$ cat src/hw/rtl/u2c_pkg.sv
// Shared types, constants and decode/map functions for the UTF-8 to CP1251 transcoder.
// No dependencies; imported by every module of the block.
package u2c_pkg;

  localparam logic [7:0] QMARK = 8'h3F;
  localparam int unsigned CP_W = 21;

  typedef struct packed {
    logic [7:0] data_byte;
    logic       last_byte;
  } in_req_t;

  typedef struct packed {
    logic [7:0] out_byte;
    logic       run_last;
    logic       string_end;
  } out_rsp_t;

  // One decided sequence waiting for the back end
  typedef struct packed {
    logic [CP_W-1:0] cp;
    logic            run_last;
    logic            string_end;
  } q_entry_t;

  // Outcome of looking at the head of the byte buffer
  typedef struct packed {
    logic            emit;
    logic [2:0]      len;
    logic [CP_W-1:0] cp;
  } dec_t;

  function automatic logic [2:0] seq_len(input logic [7:0] c0);
    logic [2:0] l;
    l = 3'd0;
    if (c0[7:5] == 3'b110) l = 3'd2;
    else if (c0[7:4] == 4'b1110) l = 3'd3;
    else if (c0[7:3] == 5'b11110) l = 3'd4;
    return l;
  endfunction

  // Decide the sequence at the head of buf (byte 0 first), avail bytes present.
  function automatic dec_t classify(input logic [3:0][7:0] buf_in, input logic [2:0] avail,
                                    input logic last);
    dec_t       d;
    logic [2:0] l;
    logic [2:0] chk;
    logic       bad;
    d.emit = 1'b0;
    d.len  = 3'd0;
    d.cp   = '0;
    l      = seq_len(buf_in[0]);
    chk    = (avail < l) ? avail : l;
    bad    = 1'b0;
    for (int j = 1; j < 4; j++) begin
      if ((3'(j) < chk) && (buf_in[j][7:6] != 2'b10)) bad = 1'b1;
    end
    if (avail == 3'd0) begin
      d.emit = 1'b0;
    end else if (!buf_in[0][7]) begin
      d.emit = 1'b1;
      d.len  = 3'd1;
      d.cp   = CP_W'(buf_in[0]);
    end else if (l == 3'd0) begin
      d.emit = 1'b1;
      d.len  = 3'd1;
      d.cp   = CP_W'(QMARK);
    end else if (!bad && (avail >= l)) begin
      d.emit = 1'b1;
      d.len  = l;
      case (l)
        3'd2:    d.cp = {10'd0, buf_in[0][4:0], buf_in[1][5:0]};
        3'd3:    d.cp = {5'd0, buf_in[0][3:0], buf_in[1][5:0], buf_in[2][5:0]};
        default: d.cp = {buf_in[0][2:0], buf_in[1][5:0], buf_in[2][5:0], buf_in[3][5:0]};
      endcase
    end else if (bad || last) begin
      d.emit = 1'b1;
      d.len  = 3'd1;
      d.cp   = CP_W'(QMARK);
    end
    return d;
  endfunction

  function automatic logic [7:0] map_cp(input logic [CP_W-1:0] cp);
    logic [CP_W-1:0] diff;
    logic [7:0]      b;
    diff = cp - CP_W'(21'h410);
    b    = QMARK;
    if (cp <= CP_W'(21'h7F)) begin
      b = cp[7:0];
    end else if (cp inside {[21'h410:21'h44F]}) begin
      b = {2'b11, diff[5:0]};
    end else begin
      case (cp)
        21'h0402: b = 8'h80;  21'h0403: b = 8'h81;  21'h201A: b = 8'h82;
        21'h0453: b = 8'h83;  21'h201E: b = 8'h84;  21'h2026: b = 8'h85;
        21'h2020: b = 8'h86;  21'h2021: b = 8'h87;  21'h20AC: b = 8'h88;
        21'h2030: b = 8'h89;  21'h0409: b = 8'h8A;  21'h2039: b = 8'h8B;
        21'h040A: b = 8'h8C;  21'h040C: b = 8'h8D;  21'h040B: b = 8'h8E;
        21'h040F: b = 8'h8F;  21'h0452: b = 8'h90;  21'h2018: b = 8'h91;
        21'h2019: b = 8'h92;  21'h201C: b = 8'h93;  21'h201D: b = 8'h94;
        21'h2022: b = 8'h95;  21'h2013: b = 8'h96;  21'h2014: b = 8'h97;
        21'h2122: b = 8'h99;  21'h0459: b = 8'h9A;  21'h203A: b = 8'h9B;
        21'h045A: b = 8'h9C;  21'h045C: b = 8'h9D;  21'h045B: b = 8'h9E;
        21'h045F: b = 8'h9F;  21'h00A0: b = 8'hA0;  21'h040E: b = 8'hA1;
        21'h045E: b = 8'hA2;  21'h0408: b = 8'hA3;  21'h00A4: b = 8'hA4;
        21'h0490: b = 8'hA5;  21'h00A6: b = 8'hA6;  21'h00A7: b = 8'hA7;
        21'h0401: b = 8'hA8;  21'h00A9: b = 8'hA9;  21'h0404: b = 8'hAA;
        21'h00AB: b = 8'hAB;  21'h00AC: b = 8'hAC;  21'h00AD: b = 8'hAD;
        21'h00AE: b = 8'hAE;  21'h0407: b = 8'hAF;  21'h00B0: b = 8'hB0;
        21'h00B1: b = 8'hB1;  21'h0406: b = 8'hB2;  21'h0456: b = 8'hB3;
        21'h0491: b = 8'hB4;  21'h00B5: b = 8'hB5;  21'h00B6: b = 8'hB6;
        21'h00B7: b = 8'hB7;  21'h0451: b = 8'hB8;  21'h2116: b = 8'hB9;
        21'h0454: b = 8'hBA;  21'h00BB: b = 8'hBB;  21'h0458: b = 8'hBC;
        21'h0405: b = 8'hBD;  21'h0455: b = 8'hBE;  21'h0457: b = 8'hBF;
        default:  b = QMARK;
      endcase
    end
    return b;
  endfunction

endpackage

$ cat src/hw/rtl/u2c_front.sv
// Front end: takes input requests, holds the bytes of an unfinished sequence and
// decides one sequence per cycle into the queue while the queue has room. Depends on u2c_pkg.
module u2c_front import u2c_pkg::*; (
  input  logic     clk,
  input  logic     rst_n,
  input  logic     in_valid,
  output logic     in_stall,
  input  in_req_t  in_req,
  input  logic     q_full,
  output logic     q_push,
  output q_entry_t q_wdata
);

  logic [3:0][7:0] buf_r, buf_nxt;
  logic [2:0]      cnt_r, cnt_nxt;
  logic            last_r, last_nxt;
  logic            busy_r, busy_nxt;

  logic [3:0][7:0] work_buf, rest_buf;
  logic [2:0]      work_n, rest_n;
  logic            work_last, act, rest_done;
  dec_t            head, follow;

  always_ff @(posedge clk) begin
    if (!rst_n) begin
      cnt_r  <= '0;
      last_r <= 1'b0;
      busy_r <= 1'b0;
    end else begin
      cnt_r  <= cnt_nxt;
      last_r <= last_nxt;
      busy_r <= busy_nxt;
    end
  end

  always_ff @(posedge clk) begin
    buf_r <= buf_nxt;
  end

  always_comb begin
    in_stall  = busy_r | q_full;
    work_buf  = buf_r;
    work_n    = cnt_r;
    work_last = last_r;
    act       = 1'b0;
    if (busy_r) begin
      act = !q_full;
    end else if (in_valid && !q_full) begin
      // idle: at most three bytes held, append the new one
      act                    = 1'b1;
      work_buf[cnt_r[1:0]]   = in_req.data_byte;
      work_n                 = cnt_r + 3'd1;
      work_last              = in_req.last_byte;
    end

    head      = classify(work_buf, work_n, work_last);
    rest_buf  = work_buf >> {head.len, 3'b000};
    rest_n    = work_n - head.len;
    // look one sequence ahead to flag the last result of this request
    follow    = classify(rest_buf, rest_n, work_last);
    rest_done = !follow.emit;

    q_push             = act & head.emit;
    q_wdata.cp         = head.cp;
    q_wdata.run_last   = rest_done;
    q_wdata.string_end = rest_done & work_last;

    buf_nxt  = buf_r;
    cnt_nxt  = cnt_r;
    last_nxt = last_r;
    busy_nxt = busy_r;
    if (act) begin
      last_nxt = work_last;
      if (head.emit) begin
        buf_nxt  = rest_buf;
        cnt_nxt  = rest_n;
        busy_nxt = !rest_done;
      end else begin
        buf_nxt  = work_buf;
        cnt_nxt  = work_n;
        busy_nxt = 1'b0;
      end
    end
  end

endmodule

$ cat src/hw/rtl/u2c_fifo.sv
// Small queue of decided sequences between front and back end.
// Depends on u2c_pkg for the entry type.
module u2c_fifo import u2c_pkg::*; #(
  parameter int unsigned DEPTH = 4
) (
  input  logic     clk,
  input  logic     rst_n,
  input  logic     push,
  input  q_entry_t wdata,
  output logic     full,
  input  logic     pop,
  output q_entry_t rdata,
  output logic     valid
);

  localparam int unsigned PTR_W = (DEPTH > 1) ? $clog2(DEPTH) : 1;
  localparam int unsigned CNT_W = $clog2(DEPTH + 1);
  localparam logic [PTR_W-1:0] LAST_PTR = PTR_W'(DEPTH - 1);
  localparam logic [CNT_W-1:0] FULL_CNT = CNT_W'(DEPTH);

  q_entry_t         mem_r [DEPTH];
  logic [PTR_W-1:0] wr_ptr_r, wr_ptr_nxt, rd_ptr_r, rd_ptr_nxt;
  logic [CNT_W-1:0] cnt_r, cnt_nxt;

  always_ff @(posedge clk) begin
    if (!rst_n) begin
      wr_ptr_r <= '0;
      rd_ptr_r <= '0;
      cnt_r    <= '0;
    end else begin
      wr_ptr_r <= wr_ptr_nxt;
      rd_ptr_r <= rd_ptr_nxt;
      cnt_r    <= cnt_nxt;
    end
  end

  always_ff @(posedge clk) begin
    if (push) begin
      mem_r[wr_ptr_r] <= wdata;
    end
  end

  always_comb begin
    full       = (cnt_r == FULL_CNT);
    valid      = (cnt_r != '0);
    rdata      = mem_r[rd_ptr_r];
    wr_ptr_nxt = wr_ptr_r;
    rd_ptr_nxt = rd_ptr_r;
    cnt_nxt    = cnt_r;
    if (push) begin
      wr_ptr_nxt = (wr_ptr_r == LAST_PTR) ? '0 : wr_ptr_r + PTR_W'(1);
    end
    if (pop) begin
      rd_ptr_nxt = (rd_ptr_r == LAST_PTR) ? '0 : rd_ptr_r + PTR_W'(1);
    end
    if (push && !pop) cnt_nxt = cnt_r + CNT_W'(1);
    else if (pop && !push) cnt_nxt = cnt_r - CNT_W'(1);
  end

endmodule

$ cat src/hw/rtl/u2c_back.sv
// Back end: maps queued code points to CP1251 bytes into the output register.
// Depends on u2c_pkg for map_cp and the channel types.
module u2c_back import u2c_pkg::*; (
  input  logic     clk,
  input  logic     rst_n,
  input  logic     q_valid,
  input  q_entry_t q_rdata,
  output logic     q_pop,
  output logic     out_valid,
  input  logic     out_stall,
  output out_rsp_t out_rsp
);

  logic     valid_r, valid_nxt;
  out_rsp_t rsp_r, rsp_nxt;

  always_ff @(posedge clk) begin
    if (!rst_n) begin
      valid_r <= 1'b0;
    end else begin
      valid_r <= valid_nxt;
    end
  end

  always_ff @(posedge clk) begin
    rsp_r <= rsp_nxt;
  end

  always_comb begin
    q_pop     = q_valid && (!valid_r || !out_stall);
    valid_nxt = valid_r && out_stall;
    rsp_nxt   = rsp_r;
    if (q_pop) begin
      valid_nxt          = 1'b1;
      rsp_nxt.out_byte   = map_cp(q_rdata.cp);
      rsp_nxt.run_last   = q_rdata.run_last;
      rsp_nxt.string_end = q_rdata.string_end;
    end
  end

  assign out_valid = valid_r;
  assign out_rsp   = rsp_r;

endmodule

$ cat src/hw/rtl/utf8_to_cp1251_transcoder_core.sv
// UTF-8 to Windows-1251 transcoder. A result is pushed into the queue by the request that
// completes its sequence and then registered in the output register. Throughput: one input
// byte per cycle while each byte gives at most one result and the queue has room; a request
// that decides several sequences holds the input while the front end decides them in turn.
// Synchronous active-low reset empties the pending buffer, the queue and the output register.
module utf8_to_cp1251_transcoder_core import u2c_pkg::*; #(
  parameter int unsigned QUEUE_DEPTH = 4
) (
  input  logic     clk,
  input  logic     rst_n,
  input  logic     in_valid,
  output logic     in_stall,
  input  in_req_t  in_req,
  output logic     out_valid,
  input  logic     out_stall,
  output out_rsp_t out_rsp
);

  logic     q_push, q_full, q_pop, q_valid;
  q_entry_t q_wdata, q_rdata;

  u2c_front u_front (
    .clk      (clk),
    .rst_n    (rst_n),
    .in_valid (in_valid),
    .in_stall (in_stall),
    .in_req   (in_req),
    .q_full   (q_full),
    .q_push   (q_push),
    .q_wdata  (q_wdata)
  );

  u2c_fifo #(.DEPTH(QUEUE_DEPTH)) u_fifo (
    .clk   (clk),
    .rst_n (rst_n),
    .push  (q_push),
    .wdata (q_wdata),
    .full  (q_full),
    .pop   (q_pop),
    .rdata (q_rdata),
    .valid (q_valid)
  );

  u2c_back u_back (
    .clk       (clk),
    .rst_n     (rst_n),
    .q_valid   (q_valid),
    .q_rdata   (q_rdata),
    .q_pop     (q_pop),
    .out_valid (out_valid),
    .out_stall (out_stall),
    .out_rsp   (out_rsp)
  );

  a_no_overflow: assert property (@(posedge clk) disable iff (!rst_n)
    q_push |-> !q_full)
    else $error("queue push while full");

  a_end_is_last: assert property (@(posedge clk) disable iff (!rst_n)
    (out_valid && out_rsp.string_end) |-> out_rsp.run_last)
    else $error("string end without run last");

  a_back_drains: assert property (@(posedge clk) disable iff (!rst_n)
    (q_valid && !out_valid) |=> out_valid)
    else $error("queued entry not moved to output");

endmodule
$ cat config.mk
export PLATFORM = sky130hd
export DESIGN_NAME = utf8_to_cp1251_transcoder_core
export DESIGN_NICKNAME = d
export VERILOG_FILES = /design/src/hw/rtl/u2c_pkg.sv /design/src/hw/rtl/u2c_front.sv /design/src/hw/rtl/u2c_fifo.sv /design/src/hw/rtl/u2c_back.sv /design/src/hw/rtl/utf8_to_cp1251_transcoder_core.sv
export SDC_FILE = /design/constraint.sdc
export NUM_CORES = 1
export LEC_CHECK = 0
export BUFFER_PORTS_ARGS = -buffer_cell sky130_fd_sc_hd__buf_2
export CORE_UTILIZATION = 37
export CTS_BUF_LIST = sky130_fd_sc_hd__clkbuf_4
export DETAILED_ROUTE_END_ITERATION = 10
export GPL_TIMING_DRIVEN = 0
export MAX_ROUTING_LAYER = met4
export PLACE_DENSITY_LB_ADDON = 0.15
export SYNTH_ARGS = -nofsm -noshare
export SYNTH_HDL_FRONTEND = slang
export SYNTH_SLANG_ARGS = --single-unit
export TNS_END_PERCENT = 10
$ cat constraint.sdc
create_clock -name clk -period 16.4 [get_ports clk]
set_input_delay 4.92 -clock clk [delete_from_list [all_inputs] [get_ports clk]]
set_output_delay 4.92 -clock clk [all_outputs]
set_load 0.005 [all_outputs]
==> flow_summary.json <==
{
  "outcome": "finished clean",
  "tightestPinTransition_ns": 1.24,
  "hold_path_class": "flop to flop",
  "place_area_mm2": 0.00952,
  "clock-sinks": 149,
  "vias": 7260,
  "fin_util": 0.415,
  "grt_pass1_wl_um": 39700,
  "cts_made_buffers": 17,
  "final_area_mm2": 0.00983,
  "worstSetupStartpointType": "input pin",
  "yosys_register_bits": 149,
  "cp_max_fo": 10,
  "routed_wl_um": 25500,
  "multi_input_area_mm2": 0.00440,
  "rsz0062_at_grt": "no",
  "finalSetupViolCount": 0,
  "place_hpwl_um": 18600,
  "synth_edf_count": 134,
  "io_buffer_count": 22,
  "cts-root-buf": "clkbuf_4",
  "dp.cells": 1185,
  "dieHeight_um": 158,
  "hold_end": "u_back.out_valid",
  "synth_nets": 879,
  "grt_pass1_vias": 6968,
  "yosys-top-cells-count": "edfxtp_1, nor2_1, nand2_1",
  "rrSetupSlack_ns": 9.54,
  "p_per_area_mw_per_mm2": 218,
  "regArea_mm2": 0.00432,
  "fin_tns_setup_ns": 0,
  "post_cts_resized": 0,
  "crit_type": "input pin to flop",
  "max_freq_ghz": 0.0944,
  "hold_ws_ns": 0.498,
  "synth_warnings": 0,
  "final_antenna_net_count": 0,
  "seq_area_frac_synth": 0.481,
  "firstDrtPassIters": 6,
  "hold_viol_final": 0,
  "postCtsSetupBuffers": 0,
  "whs_path_depth": 2,
  "core-area_mm2": 0.0237,
  "route.detailed.drc": 0,
  "reg2regPathDepth": 27,
  "cts_tree": "built",
  "pin_count": 25,
  "antenna_found_initial": 1,
  "yosysMostFrequentCell": "edfxtp_1",
  "syn2layout_area_growth_pct": 9.25,
  "drv_cap": 0,
  "wire_per_inst_um": 20.9,
  "slew_headroom": 0.171,
  "instances_no_fill": 1219,
  "required_ns": 16.69,
  "post_drt_via_cell_ratio": 5.96,
  "finalPower_mw": 2.14,
  "min_period_over_period": 0.646,
  "dieArea_mm2": 0.0249,
  "cp.arrival_ns": 10.88,
  "rows": 56,
  "synth-main-ff-cell": "edfxtp_1",
  "synthesis.area_mm2": 0.00899,
  "synth_cells": 843,
  "drive_above_1_share": 0.126,
  "avgSynthCellArea_um2": 10.7,
  "grt-ovfl-total": 0,
  "holdBufCountCts": 0,
  "drv_slew": 0,
  "r2r-start": "u_front.cnt_r[0]",
  "clockBufferDepth": 2,
  "h-tree-depth": 4,
  "skew_ns": 0.0453,
  "drt_iter0_drc": 620,
  "leakage_nw": 3.33,
  "max-vdd-ir-drop_v": 0.0000938,
  "gp_congestion": 0.945,
  "synth-async-reset-ratio": 0,
  "fp.dieW_um": 158,
  "synthTopCellsByArea": "edfxtp_1, mux2i_1, mux4_2, nor2_1, dfxtp_1",
  "worst_slack_ns": 5.81,
  "synth_top_area_frac": 0.447,
  "grtUsageTotal": 0.218,
  "min_from": "u_back.out_valid",
  "fill_cells": 2394,
  "r2r_end": "u_fifo.mem_r[3][1]",
  "fin_crit_ns": 10.59,
  "end_kind": "flop",
  "clkTransAtPathRegs_ns": 0.13,
  "worstSkewPairLatency_ns": 0.58,
  "place_ws_ns": 5.32,
  "yosys.area.top_type": "edfxtp_1",
  "nNetsFinal": 921,
  "ys_types": 82,
  "start_util": 0.380,
  "grt_max_degree": 36
}
-- cells in the final DEF (no fill, tap or decap), types with 13 or more instances in the layout --
cell      instances
dfxtp_1          15
o22ai_1          20
clkbuf_4         17
a21oi_1          36
buf_2            29
mux2i_1          49
ha_1             21
inv_1            21
nand4_1          13
mux4_2           15
nand2_1          69
nand3_1          22
and2_1           17
o21ai_0          54
nor3_1           24
nor2_1           87
edfxtp_1        134
clkbuf_1         22
-- cell families after synthesis --
group	Yosys count	share of synthesized area
AND/OR/NAND/NOR	312	0.178
AO/OA/AOI/OAI	216	0.166
flip-flops	149	0.481
multiplexers	73	0.105
buffers and inverters	64	0.0305
adder cells (fa/ha/maj)	24	0.0349
XOR/XNOR	5	0.00487
-- flip-flops by register name (all words and copies together) (netlist names), named ones only --
signal	cells
u_fifo.mem_r	92
u_front.buf_r	32
u_back.out_rsp	10
u_fifo.cnt_r	3
u_front.cnt_r	3
u_fifo.rd_ptr_r	2
u_fifo.wr_ptr_r	2
u_back.out_valid	1
u_front.busy_r	1
u_front.last_r	1
-- critical path, cell delays in order --
cell and delay (ns):
buf_2 0.14, nand3b_1 0.12, nor2_2 0.40, nor4b_1 0.14, a31oi_1 0.35, clkinv_1 0.38
ha_1 0.39, nand2b_1 0.09, a21o_1 0.16, o21ai_0 0.17, o22ai_1 0.33, and2_1 0.22
o41ai_2 0.09, inv_2 0.23, clkbuf_1 0.49, ha_1 0.25, inv_1 0.05, fa_1 0.38
xnor2_1 0.16, xnor2_1 0.33, ha_1 0.26, nand2b_1 0.11, o311ai_0 0.12, a41o_1 0.28
nand4_1 0.15, nand2_1 0.14
-- routing by layer --
| layer | track usage | routed length, um | up-vias |
|---|---|---|---|
| li1 | - | - | 3356 |
| met1 | 0.272 | 10900 | 3539 |
| met2 | 0.360 | 12600 | 300 |
| met3 | 0.0326 | 1320 | 65 |
| met4 | 0.0804 | 690 | 0 |
| met5 | - | 0 | - |
-- report_power, final --
group	switching, mW	internal (mW)	leakage, nW
combinational	0.845	0.415	1.76
clock	0.148	0.0952	0.161
sequential	0.0417	0.596	1.40
total	1.03	1.11	3.33
-- how the worst max path moves through the flow --
stage                  start                 end  slack (ns)  cells after the start
global route        in_valid  u_fifo.mem_r[2][1]        5.35                     26
floorplan           in_valid  u_fifo.mem_r[0][1]        6.79                     25
finish              in_valid  u_fifo.mem_r[3][1]        5.81                     26
detailed placement  in_valid  u_fifo.mem_r[1][1]        5.32                     26
global placement    in_valid  u_fifo.mem_r[0][1]        5.21                     26
CTS                 in_valid  u_fifo.mem_r[3][1]        5.91                     26
-- area by class of cell --
| class | instances | share of cell area |
|---|---|---|
| Multi-Input combinational cell | 630 | 0.447 |
| Sequential cell | 149 | 0.440 |
| Tap cell | 319 | 0.0406 |
| Buffer | 40 | 0.0186 |
| Clock inverter | 15 | 0.0172 |
| Timing Repair Buffer | 23 | 0.0132 |
| Clock buffer | 17 | 0.0130 |
| Inverter | 24 | 0.00942 |
| Antenna cell | 2 | 0.000509 |
No activity file was read; power rests on OpenSTA's default activity.
